### config.mk
export PLATFORM = sky130hd
export DESIGN_NAME = fdl_mul
export DESIGN_NICKNAME = d
export VERILOG_FILES = /design/src/rtl/core/fdl_pkg.sv /design/src/rtl/core/fdl_mul.sv
export SDC_FILE = /design/constraint.sdc
export NUM_CORES = 1
export LEC_CHECK = 0
export ABC_AREA = 1
export BUFFER_PORTS_ARGS = -buffer_cell sky130_fd_sc_hd__buf_2
export CAP_MARGIN = 5
export CORE_UTILIZATION = 40
export CTS_CLUSTER_SIZE = 10
export DETAILED_ROUTE_END_ITERATION = 6
export SLEW_MARGIN = 40
export SYNTH_ARGS = -nofsm -noshare
export SYNTH_HDL_FRONTEND = slang
export SYNTH_SLANG_ARGS = --single-unit
### constraint.sdc
create_clock -name clock -period 12.69 [get_ports clock]
set_clock_uncertainty 0.15 [all_clocks]
set_input_delay 1.269 -clock clock [delete_from_list [all_inputs] [get_ports clock]]
set_output_delay 1.269 -clock clock [all_outputs]
set_load 0.01 [all_outputs]
### src/rtl/core/fdl_pkg.sv
// Shared constants, types and codes for the fractional feedback delay line.
// No dependencies; every other file of the block but fdl_ram uses this package.
`timescale 1ns / 1ps

package fdl_pkg;

   // Ring depth and sample width.
   localparam int MAX_DELAY   = 131072;
   localparam int SAMPLE_BITS = 24;

   localparam int ADDR_BITS = $clog2(MAX_DELAY);
   localparam int LEN_BITS  = $clog2(MAX_DELAY + 1);

   // Register field widths.
   localparam int CFG_LEN_BITS = 18;
   localparam int FRAC_BITS    = 16;
   localparam int GAIN_BITS    = 16;
   localparam int COEF_BITS    = 17;

   localparam int PADDR_BITS = 4;
   localparam int PDATA_BITS = 32;

   // Shared multiplier operand and product widths.
   localparam int MUL_A_BITS = COEF_BITS + 1;
   localparam int MUL_B_BITS = SAMPLE_BITS + 1;
   localparam int PROD_BITS  = MUL_A_BITS + MUL_B_BITS;
   localparam int ACC_BITS   = PROD_BITS + 2;

   localparam int MIX_SHIFT = 16;
   localparam int FB_SHIFT  = 15;

   localparam logic signed [ACC_BITS-1:0] ROUND_MIX = ACC_BITS'(1) <<< (MIX_SHIFT - 1);
   localparam logic signed [ACC_BITS-1:0] ROUND_FB  = ACC_BITS'(1) <<< (FB_SHIFT - 1);

   localparam logic [COEF_BITS-1:0] COEF_ONE = COEF_BITS'(1) << MIX_SHIFT;

   localparam logic signed [ACC_BITS-1:0] SAMPLE_HI = (ACC_BITS'(1) <<< (SAMPLE_BITS - 1)) - 1;
   localparam logic signed [ACC_BITS-1:0] SAMPLE_LO = -(ACC_BITS'(1) <<< (SAMPLE_BITS - 1));

   typedef enum logic [1:0] {
      REG_DELAY_LENGTH,
      REG_DELAY_FRAC,
      REG_FEEDBACK_GAIN,
      REG_SMOOTHING_COEF
   } fdl_reg_type;

   typedef enum logic [2:0] {
      ST_IDLE,
      ST_RD_OLD,
      ST_RD_NEXT,
      ST_INTERP,
      ST_DELAY,
      ST_FEEDBACK,
      ST_WRITE,
      ST_SMOOTH
   } fdl_state_type;

   // Effective settings, already clamped to their legal ranges.
   typedef struct packed {
      logic [LEN_BITS-1:0]         length;
      logic [FRAC_BITS-1:0]        frac;
      logic signed [GAIN_BITS-1:0] gain;
      logic [COEF_BITS-1:0]        coef;
   } fdl_cfg_type;

   typedef struct packed {
      logic                         en;
      logic signed [MUL_A_BITS-1:0] a;
      logic signed [MUL_B_BITS-1:0] b;
   } fdl_mul_op_type;

endpackage

### src/rtl/core/fdl_mul.sv
// Shared signed multiplier with a registered product, used for all three
// products of one sample. Depends on fdl_pkg for operand types.
`timescale 1ns / 1ps

module fdl_mul (
   input  logic                                 clock,
   input  fdl_pkg::fdl_mul_op_type              op,
   output logic signed [fdl_pkg::PROD_BITS-1:0] prod
);

   logic signed [fdl_pkg::PROD_BITS-1:0] prod_ff;
   logic signed [fdl_pkg::PROD_BITS-1:0] prod_in;

   assign prod_in = fdl_pkg::PROD_BITS'(op.a) * fdl_pkg::PROD_BITS'(op.b);

   // The product holds while no new operation is issued.
   always_ff @(posedge clock) begin
      if (op.en) begin
         prod_ff <= prod_in;
      end
   end

   assign prod = prod_ff;

endmodule

* After elaboration in Yosys (flattened, before gate mapping)
Index checks and enable logic that the tools add are counted.
** Word-level totals
- Flip-flop bits (word level) :: 43
- Memories kept :: 0
- Bits in writable memories :: 0
- Bits in read-only memories :: 0
- Word-level logic and storage cells :: 2
- Bits of input ports :: 45
- Bits in latches :: 0
** Cells by class
- Shifts and indexed selects :: 0
- Add/sub/neg operators :: 0
- Reductions and logical operators :: 0
- Bitwise operators :: 0
- Div/mod/pow operators :: 0
- Multiplexer cells :: 0
- $mul :: 1
- Eq/ne operators :: 0
- Order comparisons :: 0
** Operators with widths (number)
- 18-bit by 25-bit multiplier with 43-bit output :: 1

* Logic depth before layout (Yosys ltp)
- Depth in word-level cells :: 1
- Gate-level depth with buffers :: 29
- Mapped depth without buffers :: 27

* Least setup slack after synthesis
Ideal clock, no wire load.
- Kind :: input port to flip-flop
- From :: input port op[24] (netlist bit)
- To :: register prod_ff (netlist bit prod[42]), data pin
- Path buffers :: 2
- Setup time :: 0.254 ns
- Arrival time :: 6.372 ns
- Setup slack :: 5.915 ns
- Stages :: 20
- Required time :: 12.286 ns
- Cells stage by stage :: clkbuf_1 clkbuf_1 nand2_1 fa_1 inv_1 fa_1 fa_1 inv_1 fa_1 fa_1 fa_1 inv_1 ha_1 inv_1 nor3_1 nand2_1 nor2_1 nand3_1 nand4_1 nand2_1
** On the way
- Longest elaborated chain between the ends :: 1
** RTL lines
- start, declared :: RTL line fdl_mul.sv:7 : input fdl_pkg::fdl_mul_op_type op,
- 18-bit by 25-bit multiplier with 43-bit output :: RTL line fdl_mul.sv:14 : assign prod_in = fdl_pkg::PROD_BITS'(op.a) * fdl_pkg::PROD_BITS'(op.b);
- named net prod_in, one bit :: RTL line fdl_mul.sv:12 : logic signed [fdl_pkg::PROD_BITS-1:0] prod_in;
- end signal, assigned :: RTL line fdl_mul.sv:19 : prod_ff <= prod_in;
- end, declared :: RTL line fdl_mul.sv:11 : logic signed [fdl_pkg::PROD_BITS-1:0] prod_ff;
The timed path passes the listed nets, and every way through them passes these cells.
A chain may end at the register's enable or synchronous reset.

* Worst setup path after layout
- From :: input port op[31] (netlist bit)
- To :: register prod_ff (netlist bit prod[36]), data pin
Same word-level chain as after synthesis.

==> flow_summary_export.csv <==
group,metric,value,unit
outcome,status,"finished with violations",
outcome,violations,"DRC",
timing,finalSetupViolations,0,
global_route,grt_start_max_net_pins,44,
setup_path,crit_top_cell,"fa_1",
logic_synthesis,synth_warnings,0,
global_route,gr-max-usage-layer,"met2",
global_route,grt_pass1_vias,16100,
hold_path,hold_path_class,"input pin to register",
floorplanning,start_util,41.0,%
logic_synthesis,synth_top_family_by_area,"adder cells",
clocking,htreeDepth,2,
placement,gp_congestion,0.925,
logic_synthesis,ys.flop_type,"edfxtp_1",
drt,first_pass_iters,7,
setup_path,worstPathArrival,7130,ps
setup_path,worstPathMaxFanout,25,
floorplanning,core_area,45800,um2
timing,max_freq,138,MHz
global_route,grt-ovfl-total,0,
setup_path,crit_required,12590,ps
timing,rsz0062_at_grt,"no",
logic_synthesis,synth.distinct_cells,28,
setup_path,crit_chain,"buf_2, nand2_1, fa_1, inv_1, fa_1, fa_1, fa_1, fa_1, fa_1, ha_1, nand2_1, inv_1, nand2_1, nor3_1, a21oi_1, nand3_1, nand2_1",
cells_and_area,num_antenna_cells,0,
placement,io_buffers,87,
drt,routedWlPerCell,16.8,um
cells_and_area,layout-drive-gt1-share,6.07,%
logic_synthesis,synthMuxAreaShare,0,%
clocking,cts_hold_buf,0,
logic_synthesis,async_flop_share,0,%
logic_synthesis,synth_edf_count,43,
drt,postRouteAntennaNets,0,
logic_synthesis,synthSimpleGateAreaFrac,18.9,%
run,maxCapViolCount,0,
placement,dp_hpwl,41700,um
logic_synthesis,synthTopCellsByArea,"fa_1 47%, inv_1 15%, nand2_1 14%",
global_route,grt_pass1_wl,84300,um
setup_path,endpoint_kind,"register",
global_route,gr-usage-met2,42.1,%
drt,viasPerCell,4.80,
timing,maxSlewViolCount,0,
logic_synthesis,yosys.area_share.xor_xnor,1.12,%
drt,drc,1,
logic_synthesis,synth_common_cells,"765 x inv_1, 695 x nand2_1, 441 x fa_1",
setup_path,crit_slowest_cell,"fa_1",
logic_synthesis,ys_ff_latch,43,
logic_synthesis,netlist_instances,2413,
drt,finalWirelength,50500,um
global_route,use_met3,1.34,%
setup_path,path_delay_family,"adder cells",
clocking,cts_root_buffer,"clkbuf_16",
timing,timing.final.crit_period,7230,ps
setup_path,startpoint_type,"input pin",
clocking,cts_post_setup_buffers_inserted,0,
logic_synthesis,yosysTopAreaCell,"fa_1",
logic_synthesis,synth.most_common_cell,"inv_1",
cells_and_area,area_delta_synth_final,5.07,%
logic_synthesis,ys_seq_area_share,6.88,%
clocking,cts_made_buffers,5,
setup_path,crit_type,"input pin to register",
cells_and_area,largest_reg_flops,43,
logic_synthesis,synth-adder-area-share,54.2,%
logic_synthesis,syn_area,18800,um2
timing,finalCritPeriodShare,56.9,%
floorplanning,row_count,78,
floorplanning,top_level_ports,88,
floorplanning,dieArea,47800,um2
timing,worst_slew_pin_slew,729,ps
setup_path,critPathBufInv,3,
clocking,cts.sinks,43,
timing,hold_viol,0,
drt,vias,14400,
logic_synthesis,synth_nets,3006,
timing,relSlewSlack,51.4,%
clocking,clkSlewWorstSetupHoldPaths,70,ps
global_route,antenna_found_initial,0,
logic_synthesis,yosysTopAreaCellShare,47.1,%
cells_and_area,nets,2997,
logic_synthesis,syn_avg_cell_area,7.77,um2
timing,final.setup.tns,0,ps
global_route,globalRouteTotalUtil,22.7,%
clocking,cts_tree,"done",
logic_synthesis,synth_compound_area_share,1.34,%
global_route,use_met1,28.8,%
drt,drt_iter0_drc,866,
floorplanning,fp.dieW,219,um
floorplanning,die_h,219,um
clocking,clock_path_buffers,2,
setup_path,max_stage_delay,800,ps
clocking,cts.repair.resized,0,
[cell type report]
class	instances	area [um2]
clock buffer	5	125
clock inverter	3	23.8
fill	4632	26100
inverter	772	2900
multi-input combinational	1495	14200
sequential	43	1290
tap	600	751
timing repair buffer	87	438
[final timing paths]
path | start | end | slack (ps) | depth (start not counted)
setup / recovery | op[31] | prod[36]$_DFFE_PP_ | 5460 | 17
hold / removal | op[43] | prod[18]$_DFFE_PP_ | 1360 | 1
[placed cells by master (no fill, tap or decap), drive strengths merged]
cell type,n
a21o,2
a21oi,28
buf,87
clkbuf,5
clkinvlp,2
edfxtp,43
fa,441
ha,107
inv,773
nand2,709
nand2b,2
nand3,51
nand3b,3
nand4,8
nor2,92
nor3,8
o21ai,5
o21bai,8
or2,7
xnor2,3
xor2,21
[stage by stage]
step / instances / util (%) / area, um2 / hold slack, ps / setup WS (ps)
after floorplan: 2413 / - / 18800 / 1230 / 5910
after global placement: 2997 / 42.7 / 19600 / 1530 / 5220
after detailed placement: 2997 / 42.7 / 19600 / 1530 / 5230
after CTS: 3005 / 43.1 / 19700 / 1370 / 5520
after global routing: 3005 / 43.1 / 19700 / 1380 / 5150
final: 3005 / 43.1 / 19700 / 1360 / 5460
[kinds of logic after synthesis]
kind of cell             after synthesis
AND/OR/NAND/NOR                      880
XOR/XNOR                              24
adder cells (fa/ha/maj)              548
flip-flops                            43
AO/OA/AOI/OAI                         43
buffers and inverters                875
[layer usage]
| layer | up-vias | share of wire [%] | wire, um |
|---|---|---|---|
| met5 | - | 0 | 0 |
| met4 | 0 | 1.9 | 935 |
| met3 | 68 | 5.1 | 2570 |
| met2 | 433 | 52 | 26300 |
| met1 | 7287 | 41 | 20600 |
| li1 | 6633 | - | - |
Power is left out: the tool's default activity adds up to more than one toggle a clock period on the data nets, which glitch-free logic cannot reach.
