`src/rtl/core/fdl_pkg.sv`:
```
// Shared constants, types and codes for the fractional feedback delay line.
// No dependencies; every other file of the block but fdl_ram uses this package.
`timescale 1ns / 1ps

package fdl_pkg;

   // Ring depth and sample width.
   localparam int MAX_DELAY   = 131072;
   localparam int SAMPLE_BITS = 24;

   localparam int ADDR_BITS = $clog2(MAX_DELAY);
   localparam int LEN_BITS  = $clog2(MAX_DELAY + 1);

   // Register field widths.
   localparam int CFG_LEN_BITS = 18;
   localparam int FRAC_BITS    = 16;
   localparam int GAIN_BITS    = 16;
   localparam int COEF_BITS    = 17;

   localparam int PADDR_BITS = 4;
   localparam int PDATA_BITS = 32;

   // Shared multiplier operand and product widths.
   localparam int MUL_A_BITS = COEF_BITS + 1;
   localparam int MUL_B_BITS = SAMPLE_BITS + 1;
   localparam int PROD_BITS  = MUL_A_BITS + MUL_B_BITS;
   localparam int ACC_BITS   = PROD_BITS + 2;

   localparam int MIX_SHIFT = 16;
   localparam int FB_SHIFT  = 15;

   localparam logic signed [ACC_BITS-1:0] ROUND_MIX = ACC_BITS'(1) <<< (MIX_SHIFT - 1);
   localparam logic signed [ACC_BITS-1:0] ROUND_FB  = ACC_BITS'(1) <<< (FB_SHIFT - 1);

   localparam logic [COEF_BITS-1:0] COEF_ONE = COEF_BITS'(1) << MIX_SHIFT;

   localparam logic signed [ACC_BITS-1:0] SAMPLE_HI = (ACC_BITS'(1) <<< (SAMPLE_BITS - 1)) - 1;
   localparam logic signed [ACC_BITS-1:0] SAMPLE_LO = -(ACC_BITS'(1) <<< (SAMPLE_BITS - 1));

   typedef enum logic [1:0] {
      REG_DELAY_LENGTH,
      REG_DELAY_FRAC,
      REG_FEEDBACK_GAIN,
      REG_SMOOTHING_COEF
   } fdl_reg_type;

   typedef enum logic [2:0] {
      ST_IDLE,
      ST_RD_OLD,
      ST_RD_NEXT,
      ST_INTERP,
      ST_DELAY,
      ST_FEEDBACK,
      ST_WRITE,
      ST_SMOOTH
   } fdl_state_type;

   // Effective settings, already clamped to their legal ranges.
   typedef struct packed {
      logic [LEN_BITS-1:0]         length;
      logic [FRAC_BITS-1:0]        frac;
      logic signed [GAIN_BITS-1:0] gain;
      logic [COEF_BITS-1:0]        coef;
   } fdl_cfg_type;

   typedef struct packed {
      logic                         en;
      logic signed [MUL_A_BITS-1:0] a;
      logic signed [MUL_B_BITS-1:0] b;
   } fdl_mul_op_type;

endpackage

```
`src/rtl/core/fdl_csr.sv`:
```
// Configuration registers behind the APB-style port, with range clamping
// of the length and smoothing weight. Depends on fdl_pkg.
`timescale 1ns / 1ps

module fdl_csr (
   input  logic                            clock,
   input  logic                            reset,
   input  logic                            psel,
   input  logic                            penable,
   input  logic                            pwrite,
   input  logic [fdl_pkg::PADDR_BITS-1:0]  paddr,
   input  logic [fdl_pkg::PDATA_BITS-1:0]  pwdata,
   output logic [fdl_pkg::PDATA_BITS-1:0]  prdata,
   output fdl_pkg::fdl_cfg_type            cfg
);

   logic [fdl_pkg::CFG_LEN_BITS-1:0] length_ff, length_in;
   logic [fdl_pkg::FRAC_BITS-1:0]    frac_ff, frac_in;
   logic [fdl_pkg::GAIN_BITS-1:0]    gain_ff, gain_in;
   logic [fdl_pkg::COEF_BITS-1:0]    coef_ff, coef_in;

   fdl_pkg::fdl_reg_type reg_sel;
   logic                 wr_stb;
   logic [31:0]          length_wide;

   assign reg_sel = fdl_pkg::fdl_reg_type'(paddr[3:2]);
   assign wr_stb  = psel && penable && pwrite;

   always_comb begin
      length_in = length_ff;
      frac_in   = frac_ff;
      gain_in   = gain_ff;
      coef_in   = coef_ff;
      prdata    = '0;
      case (reg_sel)
         fdl_pkg::REG_DELAY_LENGTH: begin
            prdata = fdl_pkg::PDATA_BITS'(length_ff);
            if (wr_stb) length_in = pwdata[fdl_pkg::CFG_LEN_BITS-1:0];
         end
         fdl_pkg::REG_DELAY_FRAC: begin
            prdata = fdl_pkg::PDATA_BITS'(frac_ff);
            if (wr_stb) frac_in = pwdata[fdl_pkg::FRAC_BITS-1:0];
         end
         fdl_pkg::REG_FEEDBACK_GAIN: begin
            prdata = fdl_pkg::PDATA_BITS'($signed(gain_ff));
            if (wr_stb) gain_in = pwdata[fdl_pkg::GAIN_BITS-1:0];
         end
         fdl_pkg::REG_SMOOTHING_COEF: begin
            prdata = fdl_pkg::PDATA_BITS'(coef_ff);
            if (wr_stb) coef_in = pwdata[fdl_pkg::COEF_BITS-1:0];
         end
         default: begin
            prdata = '0;
         end
      endcase
   end

   always_ff @(posedge clock) begin
      if (reset) begin
         length_ff <= fdl_pkg::CFG_LEN_BITS'(1);
         frac_ff   <= '0;
         gain_ff   <= '0;
         coef_ff   <= fdl_pkg::COEF_BITS'(32768);
      end else begin
         length_ff <= length_in;
         frac_ff   <= frac_in;
         gain_ff   <= gain_in;
         coef_ff   <= coef_in;
      end
   end

   // A length of zero behaves as one; anything past the ring depth as the depth.
   assign length_wide = 32'(length_ff);

   always_comb begin
      if (length_wide == 32'd0) begin
         cfg.length = fdl_pkg::LEN_BITS'(1);
      end else if (length_wide > 32'(fdl_pkg::MAX_DELAY)) begin
         cfg.length = fdl_pkg::LEN_BITS'(fdl_pkg::MAX_DELAY);
      end else begin
         cfg.length = fdl_pkg::LEN_BITS'(length_wide);
      end
      cfg.frac = frac_ff;
      cfg.gain = $signed(gain_ff);
      cfg.coef = (coef_ff > fdl_pkg::COEF_ONE) ? fdl_pkg::COEF_ONE : coef_ff;
   end

endmodule

```
`config.mk`:
```
export PLATFORM = sky130hd
export DESIGN_NAME = fdl_csr
export DESIGN_NICKNAME = d
export VERILOG_FILES = /design/src/rtl/core/fdl_pkg.sv /design/src/rtl/core/fdl_csr.sv
export SDC_FILE = /design/constraint.sdc
export NUM_CORES = 1
export LEC_CHECK = 0
export ABC_AREA = 0
export BUFFER_PORTS_ARGS = -buffer_cell sky130_fd_sc_hd__clkbuf_2
export CORE_ASPECT_RATIO = 2
export CORE_MARGIN = 1
export CORE_UTILIZATION = 44
export DETAILED_ROUTE_END_ITERATION = 8
export PLACE_DENSITY_LB_ADDON = 0.12
export REMOVE_ABC_BUFFERS = 1
export SLEW_MARGIN = 0
export SYNTH_ARGS = -nofsm -noshare
export SYNTH_HDL_FRONTEND = slang
export SYNTH_SLANG_ARGS = --single-unit
export TNS_END_PERCENT = 1
```
`constraint.sdc`:
```
create_clock -name clock -period 1.85 [get_ports clock]
set_input_delay 0.37 -clock clock [delete_from_list [all_inputs] [get_ports clock]]
set_output_delay 0.37 -clock clock [all_outputs]
set_load 0.02 [all_outputs]
```
; Word-level counts from Yosys, hierarchy flattened
; Cells that the tools add are included.
[word_totals]
regBits = 67
inputBits = 41
out_inout_bits = 99
elab_cells = 21
[classes]
n_lt_le_gt_ge = 2
n_eq_ne = 3
mux = 4
n_reduce_logical = 8
[op_table]
columns = operator, count
row1 = $pmux 32 s4, 1
row2 = $mux 18, 2
row3 = $logic_not 32->1, 1
row4 = $gt 18x18->1 const B, 1
row5 = $gt 17x17->1 const B, 1
row6 = $mux 17, 1
row7 = $reduce_and 2->1, 4
row8 = $eq 2x2->1 const B, 2
row9 = $eq 2x1->1 const B, 1
row10 = $logic_and 1x1->1, 2
row11 = $logic_not 2->1, 1

; Depth between registers and ports, before layout
[logic_depth]
depth_word = 3
depth_mapped = 6
mapped_depth_nobuf = 3

; Worst setup path before layout
; No wires, ideal clock.
[synth_timing]
path_type = input-to-output
from = input paddr[2] (netlist bit)
to = output prdata[19] (netlist bit)
arrival_time_ns = 1.781
required_ns = 1.480
setup_slack_ns = -0.301
stages = 5
n_path_buf = 4
path_cell_list = buf_6 buf_6 buf_4 nor2_1 buf_4
[synth_via]
elab_chain_cells = 2
word_cells_on_any_way = 5
classes_between = eq/ne (3) / mux (1) / reduce/logical (1)
[synth_rtl]
columns = element, line
row1 = "start, declared", fdl_csr.sv:11  ; input logic [fdl_pkg::PADDR_BITS-1:0] paddr,
row2 = $eq 2x2->1 (tied with other cells), fdl_csr.sv:35  ; case (reg_sel)
row3 = $pmux 32 s4 *, fdl_csr.sv:35
row4 = "end, declared", fdl_csr.sv:13  ; output logic [fdl_pkg::PDATA_BITS-1:0] prdata,
; Every way passes the cells marked *; elsewhere a longest branch is shown, timed or not.

==> results.toml <==
[placed_design]
place.port_buffers = 123
routabilityCongestion = 0.853
dpl_cell_area_um2 = 4380
dp_hpwl_um = 7830

[floorplan]
initial_core_util = 0.458
core.rowCount = 46
die_area_um2 = 8650
top_level_ports = 140
core_um2 = 7940
fp.dieW_um = 66.3
die_h_um = 131

[critical_path]
reg2reg_depth = 2
crit_path_top_delay_cell = "dfxtp_4"
max_stage_delay_ns = 0.35
critical_path_class = "reg -> out"
crit_path_end_kind = "output port"
cp_cell_sequence = "nor4_4 > buf_4 > a41oi_4 > buf_6 > nor2b_1 > buf_4"
cp.required_ns = 1.48
timing.rr.end = "coef_ff[16]"
r2r_slack_ns = 1.00
cp-start-kind = "flip-flop"
crit_fanout = 5
reg2reg_from = "coef_ff[16]"
arrival_ns = 1.72
critical_path.most_common_cell = "buf_4"

[clocking]
htreeDepth = 3
cts_hold_buf = 0
max-clock-path-buffers = 2
cts_num_sinks = 67
cts_tree = "done"
clock_latency_ns = 0.33
cts_buffers = 9
cts_root_buf = "clkbuf_16"
clk_transition_reported_paths_ns = 0.05

[timing]
setup-tns-final_ns = -2.28
skew_ns = 0
final_hold_viol_count = 0
rsz0062_at_grt = "true"
max_freq_mhz = 479
setup_violations = 11
fin_crit_sh = 1.13
slew_headroom = 0.746
finalCriticalPeriod_ns = 2.09
worst_slew_pin_slew_ns = 0.381
setup_ws_ns = -0.237
worst_hold_slack_ns = 0.287
slew_viol_final = 0

[worst_hold_path]
min_path_type = "in -> reg"
min_path_cells = 3
hold_end = "length_ff[17]"
hp-start = "pwdata[17]"

[yosys]
synth_top_family_by_area = "simple AND/OR/NAND/NOR gates"
synth_mux_area_frac = 0.190
synth_cell_type_count = 36
synth_area_per_cell_um2 = 9.64
synth-compound-area-share = 0.106
synth_xor_area_frac = 0
yosys.area_share.simple = 0.240
yosys_warnings = 0
yosys_register_bits = 67
synth-seq-area-share = 0.369
synthAdderAreaFrac = 0
synthCells = 377
synth.cell_area_um2 = 3630

[route]
postRouteWirelength_um = 10900
drc = 0
first_pass_iters = 4
viasPerCell = 5.44
drt_iter0_drc = 134
vias = 3294
postRouteAntennaNets = 0
wire_per_inst_um = 18.0

[global_routing]
grt_max_degree = 86
grt_pass1_vias = 3246
grt_pass1_wl_um = 16700
grt_remaining_overflow = 0
grt_usage = 0.263
antenna_found_initial = 0

[pwr]
p_leak_nw = 2.14
ir_worst_vdd_mv = 0.625
power_density_nw_per_um2 = 711
total_power_mw = 3.39

[finish]
seqCellArea_um2 = 1350
fillCellCount = 728
multiInputGateArea_um2 = 2020
area_growth_pct = 31.3
nNetsFinal = 547
design_area_um2 = 4770
n_antenna_cell = 0
drive_above_1_share = 0.437

[run]
maxCapViolCount = 0

[status]
outcome = "finished, violations left"
violations = "negative setup slack"
-- logic make-up after synthesis --
logic type	Yosys count
buffers and inverters	49
DFF	67
and+or+nand+nor	140
AOI/OAI and AO/OA	72
muxes	49
-- routing by layer --
layer / part of all wire / track usage / routed length, µm / vias to the layer above
li1: - / - / - / 1577
met1: 0.37 / 0.277 / 4080 / 1594
met2: 0.56 / 0.492 / 6080 / 106
met3: 0.041 / 0.0512 / 445 / 17
met4: 0.028 / 0.114 / 300 / 0
met5: 0 / 0 / 0 / -
-- cells in the mapped netlist --
library cell	number	share of area
dfxtp_1	67	0.37
nand2b_1	47	0.081
a21oi_1	34	0.047
nand3_1	34	0.047
mux2i_1	32	0.088
nor2b_1	26	0.045
o21ai_0	24	0.033
buf_4	16	0.033
mux4_2	16	0.099
clkbuf_1	13	0.013
buf_6	9	0.028
o21ai_1	9	0.012
and2b_2	8	0.019
nor4_1	8	0.014
buf_2	7	0.0096
nor2_1	4	0.0041
and3_1	2	0.0034
nand3_2	2	0.0055
nand3b_1	2	0.0041
a22o_1	1	0.0024
a41oi_1	1	0.0024
a41oi_2	1	0.0045
buf_8	1	0.0041
clkbuf_2	1	0.0014
clkbuf_8	1	0.0038
inv_1	1	0.0010
mux2_1	1	0.0031
nand2_1	1	0.0010
nand2b_2	1	0.0024
nand4_1	1	0.0017
nor2_4	1	0.0031
nor3b_4	1	0.0052
o21ai_2	1	0.0024
o31ai_1	1	0.0021
or2_1	1	0.0017
or2b_2	1	0.0024
-- layout by cell type, fill, tap and decap left out, types with 3 or more instances in the layout --
master,n
clkbuf_2,109
dfxtp_1,64
buf_4,48
nand2b_1,47
a21oi_1,34
nand3_1,34
mux2i_1,32
o21ai_0,24
nor2b_1,23
mux4_2,16
o21ai_1,9
clkbuf_16,9
and2b_2,8
nor2_1,4
nor4_2,4
nor2b_2,3
clkinv_2,3
buf_12,3
-- metrics by stage --
step | setup slack (ns) | std cells | util
after CTS | -0.268 | 605 | 0.597
after detailed placement | -0.131 | 590 | 0.552
after floorplan | -2.53 | 329 | -
after global routing | -0.309 | 606 | 0.601
after global placement | -0.125 | 590 | 0.552
final | -0.237 | 606 | 0.601
-- power by group --
| group | total [mW] | leakage (nW) | internal (mW) | switching, mW |
|---|---|---|---|---|
| Sequential | 1.48 | 0.543 | 1.46 | 0.0172 |
| Clock | 1.53 | 0.132 | 0.929 | 0.605 |
| Combinational | 0.377 | 1.47 | 0.158 | 0.220 |
-- worst max-delay path, delay by kind of cell (launching register included) --
kind / cells / cell delay, ns
AND/OR/NAND/NOR: 2 / 0.43
flip-flops: 1 / 0.35
AO/OA/AOI/OAI: 1 / 0.12
buffers and inverters: 3 / 0.49
-- final cells by class --
class | count | area share
tap | 96 | 0.0252
sequential | 67 | 0.282
multi-input combinational | 261 | 0.424
timing repair buffer | 166 | 0.212
clock inverter | 3 | 0.00315
clock buffer | 12 | 0.0517
inverter | 1 | 0.000787
-- flip-flops by register name (all words and copies together), names as in the netlist --
name / flops
frac_ff: 16
gain_ff: 16
coef_ff: 17
length_ff: 18
-- how the worst max path moves through the flow --
| stage | start | end | slack [ns] | cells after the start |
|---|---|---|---|---|
| after floorplan | gain_ff[15] | prdata[18] | -2.53 | 2 |
| after global placement | coef_ff[1] | cfg[10] | -0.13 | 6 |
| after detailed placement | coef_ff[1] | cfg[10] | -0.13 | 6 |
| after CTS | coef_ff[0] | cfg[10] | -0.27 | 6 |
| after global routing | coef_ff[7] | cfg[15] | -0.31 | 6 |
| final | coef_ff[7] | cfg[12] | -0.24 | 6 |
-- repair_timing --
action                                  4_1_cts  5_1_grt
endpoints found under the setup margin       12       16
pin swaps                                     3        1
resized for setup                            23       19
hold endpoints to repair                      0        0
buffers inserted                              0        1
cloned                                        0        0
No activity file was read; power rests on OpenSTA's default activity.
