$ cat config.mk
export PLATFORM = sky130hd
export DESIGN_NAME = fdl_seq
export DESIGN_NICKNAME = d
export VERILOG_FILES = /design/src/rtl/core/fdl_pkg.sv /design/src/rtl/core/fdl_seq.sv
export SDC_FILE = /design/constraint.sdc
export NUM_CORES = 1
export LEC_CHECK = 0
export BUFFER_PORTS_ARGS = -buffer_cell sky130_fd_sc_hd__clkbuf_2
export CAP_MARGIN = 20
export CORE_AREA = 2 2 213 215
export CTS_BUF_LIST = sky130_fd_sc_hd__clkbuf_16
export CTS_CLUSTER_SIZE = 14
export DETAILED_ROUTE_END_ITERATION = 16
export DIE_AREA = 0 0 215 217
export PLACE_DENSITY = 0.66
export SLEW_MARGIN = 15
export SYNTH_ARGS = -nofsm -noshare
export SYNTH_HDL_FRONTEND = slang
export SYNTH_SLANG_ARGS = --single-unit
$ cat constraint.sdc
create_clock -name clock -period 5.8 [get_ports clock]
set_clock_uncertainty 0.05 [all_clocks]
set_input_delay 0.29 -clock clock [delete_from_list [all_inputs] [get_ports clock]]
set_output_delay 0.29 -clock clock [all_outputs]
set_load 0.02 [all_outputs]
$ cat src/rtl/core/fdl_pkg.sv
// Shared constants, types and codes for the fractional feedback delay line.
// No dependencies; every other file of the block but fdl_ram uses this package.
`timescale 1ns / 1ps

package fdl_pkg;

   // Ring depth and sample width.
   localparam int MAX_DELAY   = 131072;
   localparam int SAMPLE_BITS = 24;

   localparam int ADDR_BITS = $clog2(MAX_DELAY);
   localparam int LEN_BITS  = $clog2(MAX_DELAY + 1);

   // Register field widths.
   localparam int CFG_LEN_BITS = 18;
   localparam int FRAC_BITS    = 16;
   localparam int GAIN_BITS    = 16;
   localparam int COEF_BITS    = 17;

   localparam int PADDR_BITS = 4;
   localparam int PDATA_BITS = 32;

   // Shared multiplier operand and product widths.
   localparam int MUL_A_BITS = COEF_BITS + 1;
   localparam int MUL_B_BITS = SAMPLE_BITS + 1;
   localparam int PROD_BITS  = MUL_A_BITS + MUL_B_BITS;
   localparam int ACC_BITS   = PROD_BITS + 2;

   localparam int MIX_SHIFT = 16;
   localparam int FB_SHIFT  = 15;

   localparam logic signed [ACC_BITS-1:0] ROUND_MIX = ACC_BITS'(1) <<< (MIX_SHIFT - 1);
   localparam logic signed [ACC_BITS-1:0] ROUND_FB  = ACC_BITS'(1) <<< (FB_SHIFT - 1);

   localparam logic [COEF_BITS-1:0] COEF_ONE = COEF_BITS'(1) << MIX_SHIFT;

   localparam logic signed [ACC_BITS-1:0] SAMPLE_HI = (ACC_BITS'(1) <<< (SAMPLE_BITS - 1)) - 1;
   localparam logic signed [ACC_BITS-1:0] SAMPLE_LO = -(ACC_BITS'(1) <<< (SAMPLE_BITS - 1));

   typedef enum logic [1:0] {
      REG_DELAY_LENGTH,
      REG_DELAY_FRAC,
      REG_FEEDBACK_GAIN,
      REG_SMOOTHING_COEF
   } fdl_reg_type;

   typedef enum logic [2:0] {
      ST_IDLE,
      ST_RD_OLD,
      ST_RD_NEXT,
      ST_INTERP,
      ST_DELAY,
      ST_FEEDBACK,
      ST_WRITE,
      ST_SMOOTH
   } fdl_state_type;

   // Effective settings, already clamped to their legal ranges.
   typedef struct packed {
      logic [LEN_BITS-1:0]         length;
      logic [FRAC_BITS-1:0]        frac;
      logic signed [GAIN_BITS-1:0] gain;
      logic [COEF_BITS-1:0]        coef;
   } fdl_cfg_type;

   typedef struct packed {
      logic                         en;
      logic signed [MUL_A_BITS-1:0] a;
      logic signed [MUL_B_BITS-1:0] b;
   } fdl_mul_op_type;

endpackage

$ cat src/rtl/core/fdl_seq.sv
// Sequencer and datapath of the delay line: ring addressing, the three
// multiply-and-round steps on the shared multiplier, and the result register.
// Depends on fdl_pkg; drives fdl_mul and the ring fdl_ram from the top level.
`timescale 1ns / 1ps

module fdl_seq (
   input  logic                                   clock,
   input  logic                                   reset,
   input  fdl_pkg::fdl_cfg_type                   cfg,
   input  logic                                   req_valid,
   output logic                                   req_ready,
   input  logic signed [fdl_pkg::SAMPLE_BITS-1:0] sample_in,
   output logic                                   rsp_valid,
   input  logic                                   rsp_ready,
   output logic signed [fdl_pkg::SAMPLE_BITS-1:0] delayed_out,
   output logic signed [fdl_pkg::SAMPLE_BITS-1:0] smoothed_out,
   output fdl_pkg::fdl_mul_op_type                mul_op,
   input  logic signed [fdl_pkg::PROD_BITS-1:0]   prod,
   output logic                                   ram_wr_en,
   output logic [fdl_pkg::ADDR_BITS-1:0]          ram_wr_addr,
   output logic [fdl_pkg::SAMPLE_BITS-1:0]        ram_wr_data,
   output logic [fdl_pkg::ADDR_BITS-1:0]          ram_rd_addr,
   input  logic [fdl_pkg::SAMPLE_BITS-1:0]        ram_rd_data
);

   fdl_pkg::fdl_state_type state_ff, state_in;

   logic [fdl_pkg::ADDR_BITS-1:0] widx_ff, widx_in;
   logic [fdl_pkg::LEN_BITS-1:0]  fill_ff, fill_in;
   logic signed [fdl_pkg::SAMPLE_BITS-1:0] last_ff, last_in;
   logic out_valid_ff, out_valid_in;

   logic [fdl_pkg::ADDR_BITS-1:0] idx_ff, idx_in;
   logic [fdl_pkg::ADDR_BITS-1:0] next_ff, next_in;
   logic signed [fdl_pkg::SAMPLE_BITS-1:0] x_ff, x_in;
   logic old_ok_ff, old_ok_in;
   logic next_ok_ff, next_ok_in;
   logic signed [fdl_pkg::SAMPLE_BITS-1:0] oldest_ff, oldest_in;
   logic signed [fdl_pkg::SAMPLE_BITS-1:0] second_ff, second_in;
   logic signed [fdl_pkg::SAMPLE_BITS-1:0] delayed_ff, delayed_in;
   logic signed [fdl_pkg::SAMPLE_BITS-1:0] dout_ff, dout_in;
   logic signed [fdl_pkg::SAMPLE_BITS-1:0] sout_ff, sout_in;

   logic [fdl_pkg::ADDR_BITS-1:0] start_idx;
   logic [fdl_pkg::LEN_BITS-1:0]  start_next;
   logic signed [fdl_pkg::SAMPLE_BITS-1:0] second_rd;
   logic signed [fdl_pkg::ACC_BITS-1:0] acc;
   logic signed [fdl_pkg::ACC_BITS-1:0] fb_sum;
   logic signed [fdl_pkg::SAMPLE_BITS-1:0] written;

   always_ff @(posedge clock) begin
      if (reset) begin
         state_ff     <= fdl_pkg::ST_IDLE;
         widx_ff      <= '0;
         fill_ff      <= '0;
         last_ff      <= '0;
         out_valid_ff <= 1'b0;
      end else begin
         state_ff     <= state_in;
         widx_ff      <= widx_in;
         fill_ff      <= fill_in;
         last_ff      <= last_in;
         out_valid_ff <= out_valid_in;
      end
   end

   always_ff @(posedge clock) begin
      idx_ff     <= idx_in;
      next_ff    <= next_in;
      x_ff       <= x_in;
      old_ok_ff  <= old_ok_in;
      next_ok_ff <= next_ok_in;
      oldest_ff  <= oldest_in;
      second_ff  <= second_in;
      delayed_ff <= delayed_in;
      dout_ff    <= dout_in;
      sout_ff    <= sout_in;
   end

   // A write index left beyond a shortened ring restarts at entry zero.
   always_comb begin
      if (fdl_pkg::LEN_BITS'(widx_ff) >= cfg.length) begin
         start_idx = '0;
      end else begin
         start_idx = widx_ff;
      end
      start_next = fdl_pkg::LEN_BITS'(start_idx) + fdl_pkg::LEN_BITS'(1);
   end

   // Entries at or above the fill mark were never written and read as zero.
   assign second_rd = next_ok_ff ? $signed(ram_rd_data) : '0;

   always_comb begin
      state_in     = state_ff;
      widx_in      = widx_ff;
      fill_in      = fill_ff;
      last_in      = last_ff;
      out_valid_in = out_valid_ff && !rsp_ready;
      idx_in       = idx_ff;
      next_in      = next_ff;
      x_in         = x_ff;
      old_ok_in    = old_ok_ff;
      next_ok_in   = next_ok_ff;
      oldest_in    = oldest_ff;
      second_in    = second_ff;
      delayed_in   = delayed_ff;
      dout_in      = dout_ff;
      sout_in      = sout_ff;

      req_ready   = 1'b0;
      mul_op      = '0;
      ram_wr_en   = 1'b0;
      ram_wr_addr = idx_ff;
      ram_wr_data = '0;
      ram_rd_addr = next_ff;
      acc         = '0;
      fb_sum      = '0;
      written     = '0;

      case (state_ff)
         fdl_pkg::ST_IDLE: begin
            req_ready = 1'b1;
            if (req_valid) begin
               idx_in = start_idx;
               if (start_next >= cfg.length) begin
                  next_in = '0;
               end else begin
                  next_in = fdl_pkg::ADDR_BITS'(start_next);
               end
               x_in     = sample_in;
               state_in = fdl_pkg::ST_RD_OLD;
            end
         end
         fdl_pkg::ST_RD_OLD: begin
            ram_rd_addr = idx_ff;
            old_ok_in   = fdl_pkg::LEN_BITS'(idx_ff) < fill_ff;
            state_in    = fdl_pkg::ST_RD_NEXT;
         end
         fdl_pkg::ST_RD_NEXT: begin
            ram_rd_addr = next_ff;
            oldest_in   = old_ok_ff ? $signed(ram_rd_data) : '0;
            next_ok_in  = fdl_pkg::LEN_BITS'(next_ff) < fill_ff;
            state_in    = fdl_pkg::ST_INTERP;
         end
         fdl_pkg::ST_INTERP: begin
            // frac*oldest + (1-frac)*second is second + frac*(oldest - second).
            second_in = second_rd;
            mul_op.en = 1'b1;
            mul_op.a  = $signed(fdl_pkg::MUL_A_BITS'(cfg.frac));
            mul_op.b  = fdl_pkg::MUL_B_BITS'(oldest_ff) - fdl_pkg::MUL_B_BITS'(second_rd);
            state_in  = fdl_pkg::ST_DELAY;
         end
         fdl_pkg::ST_DELAY: begin
            acc = (fdl_pkg::ACC_BITS'(second_ff) <<< fdl_pkg::MIX_SHIFT)
                  + fdl_pkg::ACC_BITS'(prod) + fdl_pkg::ROUND_MIX;
            delayed_in = fdl_pkg::SAMPLE_BITS'(acc >>> fdl_pkg::MIX_SHIFT);
            state_in   = fdl_pkg::ST_FEEDBACK;
         end
         fdl_pkg::ST_FEEDBACK: begin
            mul_op.en = 1'b1;
            mul_op.a  = fdl_pkg::MUL_A_BITS'(cfg.gain);
            mul_op.b  = fdl_pkg::MUL_B_BITS'(delayed_ff);
            state_in  = fdl_pkg::ST_WRITE;
         end
         fdl_pkg::ST_WRITE: begin
            acc    = (fdl_pkg::ACC_BITS'(prod) + fdl_pkg::ROUND_FB) >>> fdl_pkg::FB_SHIFT;
            fb_sum = fdl_pkg::ACC_BITS'(x_ff) + acc;
            if (fb_sum > fdl_pkg::SAMPLE_HI) begin
               written = fdl_pkg::SAMPLE_BITS'(fdl_pkg::SAMPLE_HI);
            end else if (fb_sum < fdl_pkg::SAMPLE_LO) begin
               written = fdl_pkg::SAMPLE_BITS'(fdl_pkg::SAMPLE_LO);
            end else begin
               written = fdl_pkg::SAMPLE_BITS'(fb_sum);
            end
            ram_wr_en   = 1'b1;
            ram_wr_addr = idx_ff;
            ram_wr_data = written;
            if (fdl_pkg::LEN_BITS'(idx_ff) >= fill_ff) begin
               fill_in = fdl_pkg::LEN_BITS'(idx_ff) + fdl_pkg::LEN_BITS'(1);
            end
            // Smoothing: last + coef*(delayed - last).
            mul_op.en = 1'b1;
            mul_op.a  = $signed(fdl_pkg::MUL_A_BITS'(cfg.coef));
            mul_op.b  = fdl_pkg::MUL_B_BITS'(delayed_ff) - fdl_pkg::MUL_B_BITS'(last_ff);
            state_in  = fdl_pkg::ST_SMOOTH;
         end
         fdl_pkg::ST_SMOOTH: begin
            // Hold here until the result register is free.
            if (!out_valid_ff || rsp_ready) begin
               acc = (fdl_pkg::ACC_BITS'(last_ff) <<< fdl_pkg::MIX_SHIFT)
                     + fdl_pkg::ACC_BITS'(prod) + fdl_pkg::ROUND_MIX;
               sout_in      = fdl_pkg::SAMPLE_BITS'(acc >>> fdl_pkg::MIX_SHIFT);
               dout_in      = delayed_ff;
               out_valid_in = 1'b1;
               last_in      = delayed_ff;
               widx_in      = next_ff;
               state_in     = fdl_pkg::ST_IDLE;
            end
         end
         default: begin
            state_in = fdl_pkg::ST_IDLE;
         end
      endcase
   end

   assign rsp_valid    = out_valid_ff;
   assign delayed_out  = dout_ff;
   assign smoothed_out = sout_ff;

endmodule

Word-level counts from Yosys, hierarchy flattened. Cells that the tools add are included.

Output and inout port bits: 153. Flip-flop bits (word level): 243. Input bits: 162. Logic and storage cells: 64.

Reduce and logical (&&, ||, !) cells: 9. Magnitude comparators: 7. Eq/ne operators: 9. Muxes and demuxes: 14. Add/subtract/negate cells: 10.

Operator list (count): $pmux W44 S3 (1); $mux W24 (4); $add A40 B17 Y40 const B (2); $add A40 B40 Y40 (2); $sub A24 B24 Y25 (2); $add A43 B16 Y44 const B (1); $add A17 B1 Y18 const B (2); $ge A17 B18 Y1 (2); $lt A17 B18 Y1 (2); $mux W17 (2); $add A24 B29 Y30 (1); $gt A30 B24 Y1 const B (1); $lt A30 B24 Y1 const B (1); $pmux W3 S8 (1); $ge A18 B18 Y1 (1); $eq A3 B3 Y1 const B (4); $reduce_and A2 Y1 (4); $eq A3 B2 Y1 const B (2); $mux W3 (2); $mux W1 (4); $ne A2 B2 Y1 const B (2); $eq A3 B1 Y1 const B (1); $logic_not A3 Y1 (1); $logic_not A1 Y1 (2); other kinds (2) (2).

Logic depth before layout (Yosys ltp).
Word-level depth: 6. Mapped depth: 25. Gate-level depth less buffers: 23.

Least setup slack after synthesis. OpenSTA, ideal clock, no wires.

Path type: register to register. Start point: reg widx_ff[0] (netlist name). End point: reg next_ff[10] (netlist name) (data pin). Path buffers: 2. Arrival: 4.274 ns. Setup time: 0.270 ns. Stages on the path, launching flop included: 26. Setup slack: 1.206 ns. Required time: 5.480 ns. Clock period less this slack: 4.594 ns. Cells stage by stage: dfxtp_1 > inv_1 > ha_1 > nand2b_1 > a21o_1 > a21oi_1 > o211a_1 > a21oi_1 > o211ai_1 > a31oi_1 > buf_1 > nor2_1 > ha_1 > nand3_1 > nor2_1 > nand2_1 > nor2_1 > xnor2_1 > nor2_1 > ha_1 > a21oi_1 > nor2b_1 > o21ai_0 > a31oi_1 > clkbuf_1 > nor3_1.

Longest elaborated chain between the ends: 4.

RTL lines: start, declared (RTL line fdl_seq.sv:28) `logic [fdl_pkg::ADDR_BITS-1:0] widx_ff, widx_in;`; start signal, assigned (RTL line fdl_seq.sv:60) `widx_ff <= widx_in;`; $ge A17 B18 Y1 (RTL line fdl_seq.sv:82) `if (fdl_pkg::LEN_BITS'(widx_ff) >= cfg.length) begin`; $mux W17 (*) (RTL line fdl_seq.sv:82); named net start_idx (one bit) (RTL line fdl_seq.sv:44) `logic [fdl_pkg::ADDR_BITS-1:0] start_idx;`; $add A17 B1 Y18 (*) (RTL line fdl_seq.sv:87) `start_next = fdl_pkg::LEN_BITS'(start_idx) + fdl_pkg::LEN_BITS'(1);`; named net start_next (one bit) (RTL line fdl_seq.sv:45) `logic [fdl_pkg::LEN_BITS-1:0] start_next;`; $ge A18 B18 Y1 (*) (RTL line fdl_seq.sv:125) `if (start_next >= cfg.length) begin`; end signal, assigned (RTL line fdl_seq.sv:69) `next_ff <= next_in;`; end, declared (RTL line fdl_seq.sv:34) `logic [fdl_pkg::ADDR_BITS-1:0] next_ff, next_in;`.

The timed path passes the listed nets; every way through them passes the cells marked *. A chain may end at the register's enable or synchronous reset.

Final worst setup path.
Start point: in prod[16] (netlist name). End point: out ram_wr_data[1] (netlist name).

Longest elaborated chain between the ends: 6. Elaborated cells on any way between the ends: 7. Those cells by class: 2 x add/sub; 2 x order compare; 3 x mux.

RTL lines: start, declared (RTL line fdl_seq.sv:18) `input logic signed [fdl_pkg::PROD_BITS-1:0] prod,`; $add A43 B16 Y44 (*) (RTL line fdl_seq.sv:166) `acc = (fdl_pkg::ACC_BITS'(prod) + fdl_pkg::ROUND_FB) >>> fdl_pkg::FB_SHIFT;`; $add A24 B29 Y30 (*) (RTL line fdl_seq.sv:167) `fb_sum = fdl_pkg::ACC_BITS'(x_ff) + acc;`; $lt A30 B24 Y1 (RTL line fdl_seq.sv:170) `end else if (fb_sum < fdl_pkg::SAMPLE_LO) begin`; $mux W24 (RTL line fdl_seq.sv:170); $mux W24 (*) (RTL line fdl_seq.sv:168) `if (fb_sum > fdl_pkg::SAMPLE_HI) begin`; $mux W24 (*) (RTL line fdl_seq.sv:120) `case (state_ff)`; end, declared (RTL line fdl_seq.sv:21) `output logic [fdl_pkg::SAMPLE_BITS-1:0] ram_wr_data,`.

Mark *: on every way between the ends. The rest lies on a longest branch, timed or not.

==> results.rst <==
.. list-table::
   :header-rows: 1

   * - Metric
     - Value
   * - Total routed wirelength
     - slightly above 50 mm
   * - Post-CTS repair timing setup buffer count
     - 0
   * - Port Buffer Count
     - 300
   * - Post-synthesis to final-layout area growth
     - 21.02%
   * - Area share of the leading cell type in the synthesized netlist
     - 30.85%
   * - Most common library cell in the layout ignoring fill and taps
     - sky130_fd_sc_hd__clkbuf_2
   * - Die extent in x
     - 215 um
   * - Relative slew margins
     - between 40 and 50%
   * - Number of antenna violations at the first check in global routing
     - 10
   * - CP cell instances
     - clkbuf_2, and3_1, and3_1, nand3_1, or2_2, xnor2_1, ha_1, nand3_1, a2111oi_0, nor2_1, a41oi_2, a211o_1, a21oi_2, xnor2_1, or4_4, o311ai_4, buf_4, o21ai_0, clkbuf_2
   * - Buffer depth of the longest clock path
     - 3
   * - Path depth of the worst reg2reg path
     - 23
   * - Cell Area, Synth
     - about 18,000 um^2
   * - Capture point of the worst path
     - ram_wr_data[1]
   * - Std-Cell Core Area
     - 44,700 um^2
   * - Routability congestion estimate from global placement
     - ~0.90
   * - Share of cells above drive strength 1
     - between 10% and 20%
   * - Post-DR wirelength/cell
     - 17.65 um
   * - Initial DRC Count
     - roughly 800
   * - Total Routing Usage GR
     - 21.34%
   * - Number of cells produced by synthesis
     - 1,902
   * - Final non-filler cell area
     - between 20,000 and 25,000 um^2
   * - Final-report max-slew violation count
     - 0
   * - CTS root buf
     - sky130_fd_sc_hd__clkbuf_16
   * - Number of warnings issued by yosys
     - 0
   * - Iteration count of the initial detailed-routing pass
     - 5
   * - Critical path arrival
     - 4.83 ns
   * - Number of clock sinks
     - roughly 240
   * - Remaining antenna violation count after routing
     - 0
   * - Final Setup Violations
     - 0
   * - Via count of the first global-routing pass
     - ~16,000
   * - HPWL after detailed placement
     - ~40 mm
   * - Type of element capturing the critical path
     - primary output
   * - Reg clk slew, reported paths
     - roughly 0.05 ns
   * - H-tree depth
     - 1
   * - Post-synthesis cell type count
     - just under 70
   * - Transition at the pin with the smallest max-transition slack
     - ~0.8 ns
   * - Full die area
     - approximately 47,000 um^2
   * - Data required time at the worst endpoint
     - roughly 5.5 ns
   * - Final number of hold-violating endpoints
     - 0
   * - Num rows
     - 78
   * - CP max FO
     - 23
   * - Worst hold stages
     - 3
   * - Placed inst area
     - 19,740 um^2
   * - Synthesized net count
     - approximately 2,300
   * - Buffering stage count on the worst path with inverters included
     - 3
   * - Vertical die dimension
     - 217 um
   * - Number of enable flip-flop cells after synthesis
     - 180
   * - End of the worst register-to-register path
     - next_ff[5]$_SDFFCE_PP0P_
   * - HP Class
     - primary input to register
   * - Kind of critical path
     - primary input to primary output
   * - Setup repair after global routing missed its margin
     - no
   * - FMAX
     - roughly 190 MHz
   * - DRC violations left
     - 0
   * - CTS tree
     - done
   * - Sum Neg Setup Slack
     - 0 ns
   * - Post-route minimum period
     - 5.171 ns
   * - Critical path depth
     - 19
   * - Cells resized by post-CTS repair
     - 0
   * - Effective utilization at floorplan
     - between 30% and 40%
   * - Via count
     - approximately 15,000
   * - Commonest cells after routing, fill and taps aside
     - sky130_fd_sc_hd__clkbuf_2, sky130_fd_sc_hd__nand2_1, sky130_fd_sc_hd__ha_1
   * - Congestion Overflow GR
     - 0
   * - Count of nets after finishing
     - 2,610
   * - Dominant cells by area after synthesis
     - sky130_fd_sc_hd__edfxtp_1, sky130_fd_sc_hd__ha_1, sky130_fd_sc_hd__dfxtp_1
   * - Leakage power summed over all cells
     - 9.016 nW
   * - Setup slack after placement
     - between 0.6 and 0.7 ns
   * - Result of the run
     - finished clean
   * - Clock buffers created by TritonCTS
     - 30
   * - Wire length of the first global-routing pass
     - 80.39 mm
   * - Sequential share of the synthesized area
     - 38.05%
   * - Worst path top cell family by delay
     - simple AND/OR/NAND/NOR gates
   * - Largest net degree at the start of global routing
     - 64
   * - Critical path origin
     - prod[16]
   * - Kind of launch point of the worst setup path
     - primary input
   * - Number of primary I/O pins
     - 315
   * - Avg Vias per Cell
     - 5.328
   * - Reg2Reg Launch Point
     - widx_ff[0]$_SDFFE_PP0P_
   * - Main synth FF type
     - sky130_fd_sc_hd__edfxtp_1
   * - Post-synthesis cell type with the largest combined area
     - sky130_fd_sc_hd__edfxtp_1
   * - Final WS setup
     - roughly 0.63 ns
   * - R2R setup slack
     - just under 1 ns
   * - Areal power density over the cells
     - 224.8 nW/um^2
   * - Fraction of synthesis flops using an asynchronous set or reset pin
     - 0%
   * - Slowest cell on crit path
     - sky130_fd_sc_hd__a2111oi_0
   * - Number of storage elements in the synthesis netlist
     - around 240
   * - Part of the cycle the worst path needs
     - between 80% and 90%
   * - Max-cap violations
     - 0
   * - Largest stage delay on the critical path
     - approximately 0.52 ns
   * - Latest clock arrival within the worst-skew pair
     - 0.58 ns
   * - Average size of a mapped cell
     - around 9.2 um^2
   * - IR Drop Worst-Case VDD
     - ~210 uV
[state kept, by name (all words and copies together), names as in the netlist, 18 cells and up]
name,count
delayed_ff,24
delayed_out,24
last_ff,24
oldest_ff,24
second_ff,24
smoothed_out,24
x_ff,24
fill_ff,18
[layout make-up]
cell class,count,area [um^2]
Inverter,129,485.5
Sequential cell,243,6666
Tap cell,600,750.7
Multi-Input combinational cell,1472,10160
Clock buffer,31,775.7
Fill cell,4255,23490
Clock inverter,25,182.7
Antenna cell,4,10.01
Timing Repair Buffer,373,2175
[worst min-delay path: cells and delay by family]
family | cells | cell delay (ns)
AO/OA/AOI/OAI | 2 | 0.25
buffers and inverters | 1 | 0.19
[metrics by stage]
stage / utilization, % / power (W) / hold slack (ns) / instances
4_1_cts: 47.42 / 0.004817 / 0.2402 / 2873
3_5_place_dp: 44.15 / 0.002936 / 0.4186 / 2767
2_1_floorplan: - / 0.002650 / 0.3389 / 1902
6_report: 47.44 / 0.004768 / 0.2709 / 2877
5_1_grt: 47.43 / 0.004993 / 0.2661 / 2875
3_3_place_gp: 44.15 / 0.002918 / 0.4112 / 2767
[how the worst min path moves through the flow]
stage | endpoint | startpoint
after floorplan | x_ff[0]$_DFFE_PP_ | sample_in[0]
after global placement | last_ff[16]$_SDFFE_PP0P_ | last_ff[16]$_SDFFE_PP0P_
after detailed placement | x_ff[11]$_DFFE_PP_ | sample_in[11]
after CTS | delayed_ff[2]$_DFFE_PP_ | prod[18]
after global routing | delayed_ff[1]$_DFFE_PP_ | prod[17]
final | smoothed_out[2]$_DFFE_PP_ | prod[15]
[synth_stat cells (11+ instances only)]
cell / n
sky130_fd_sc_hd__a21o_1: 64
sky130_fd_sc_hd__a22oi_1: 24
sky130_fd_sc_hd__xnor2_1: 98
sky130_fd_sc_hd__mux2_2: 17
sky130_fd_sc_hd__nand2_1: 195
sky130_fd_sc_hd__ha_1: 194
sky130_fd_sc_hd__inv_1: 128
sky130_fd_sc_hd__and2_1: 35
sky130_fd_sc_hd__nand2b_1: 24
sky130_fd_sc_hd__nor2b_1: 34
sky130_fd_sc_hd__o21bai_1: 11
sky130_fd_sc_hd__edfxtp_1: 180
sky130_fd_sc_hd__a21oi_1: 144
sky130_fd_sc_hd__o21a_1: 26
sky130_fd_sc_hd__and3_1: 11
sky130_fd_sc_hd__clkbuf_1: 48
sky130_fd_sc_hd__o21ai_1: 21
sky130_fd_sc_hd__a211oi_1: 37
sky130_fd_sc_hd__xor2_1: 57
sky130_fd_sc_hd__nor3_1: 38
sky130_fd_sc_hd__nand4_1: 29
sky130_fd_sc_hd__nor2_1: 139
sky130_fd_sc_hd__nand3_1: 51
sky130_fd_sc_hd__o21ai_0: 98
sky130_fd_sc_hd__dfxtp_1: 63
sky130_fd_sc_hd__a31oi_1: 13
[per-layer routing]
metal / part of all wire (%) / GRT usage, %
met2: 49 / 39.60
met4: 2.8 / 6.575
met1: 42 / 25.30
met5: 0.13 / 0
met3: 5.8 / 3.256
[cell families (layout without fill, tap and decap cells)]
group / after synthesis / in the layout / synth area share, %
xor gates and xnor gates: 156 / 156 / 7.841
adders and majority gates: 199 / 199 / 14.43
other: 0 / 4 / 0
AOI/OAI and AO/OA: 516 / 516 / 18.80
muxes: 19 / 19 / 1.207
buffers and inverters: 187 / 558 / 4.135
DFF: 243 / 243 / 38.05
and+or+nand+nor: 582 / 582 / 15.54
[where the power goes]
group	internal (W)	leakage, nW	switching [W]
Sequential	0.00194	2.18	0.0000569
Combinational	0.000394	6.33	0.000547
Clock	0.00109	0.507	0.000744
Total	0.00342	9.02	0.00135
[repair_timing]
action,4_1_cts,5_1_grt
hold buffers,50,0
endpoints found under the setup margin,0,0
endpoints found under the hold margin,73,0
No activity file was read; power rests on OpenSTA's default activity.
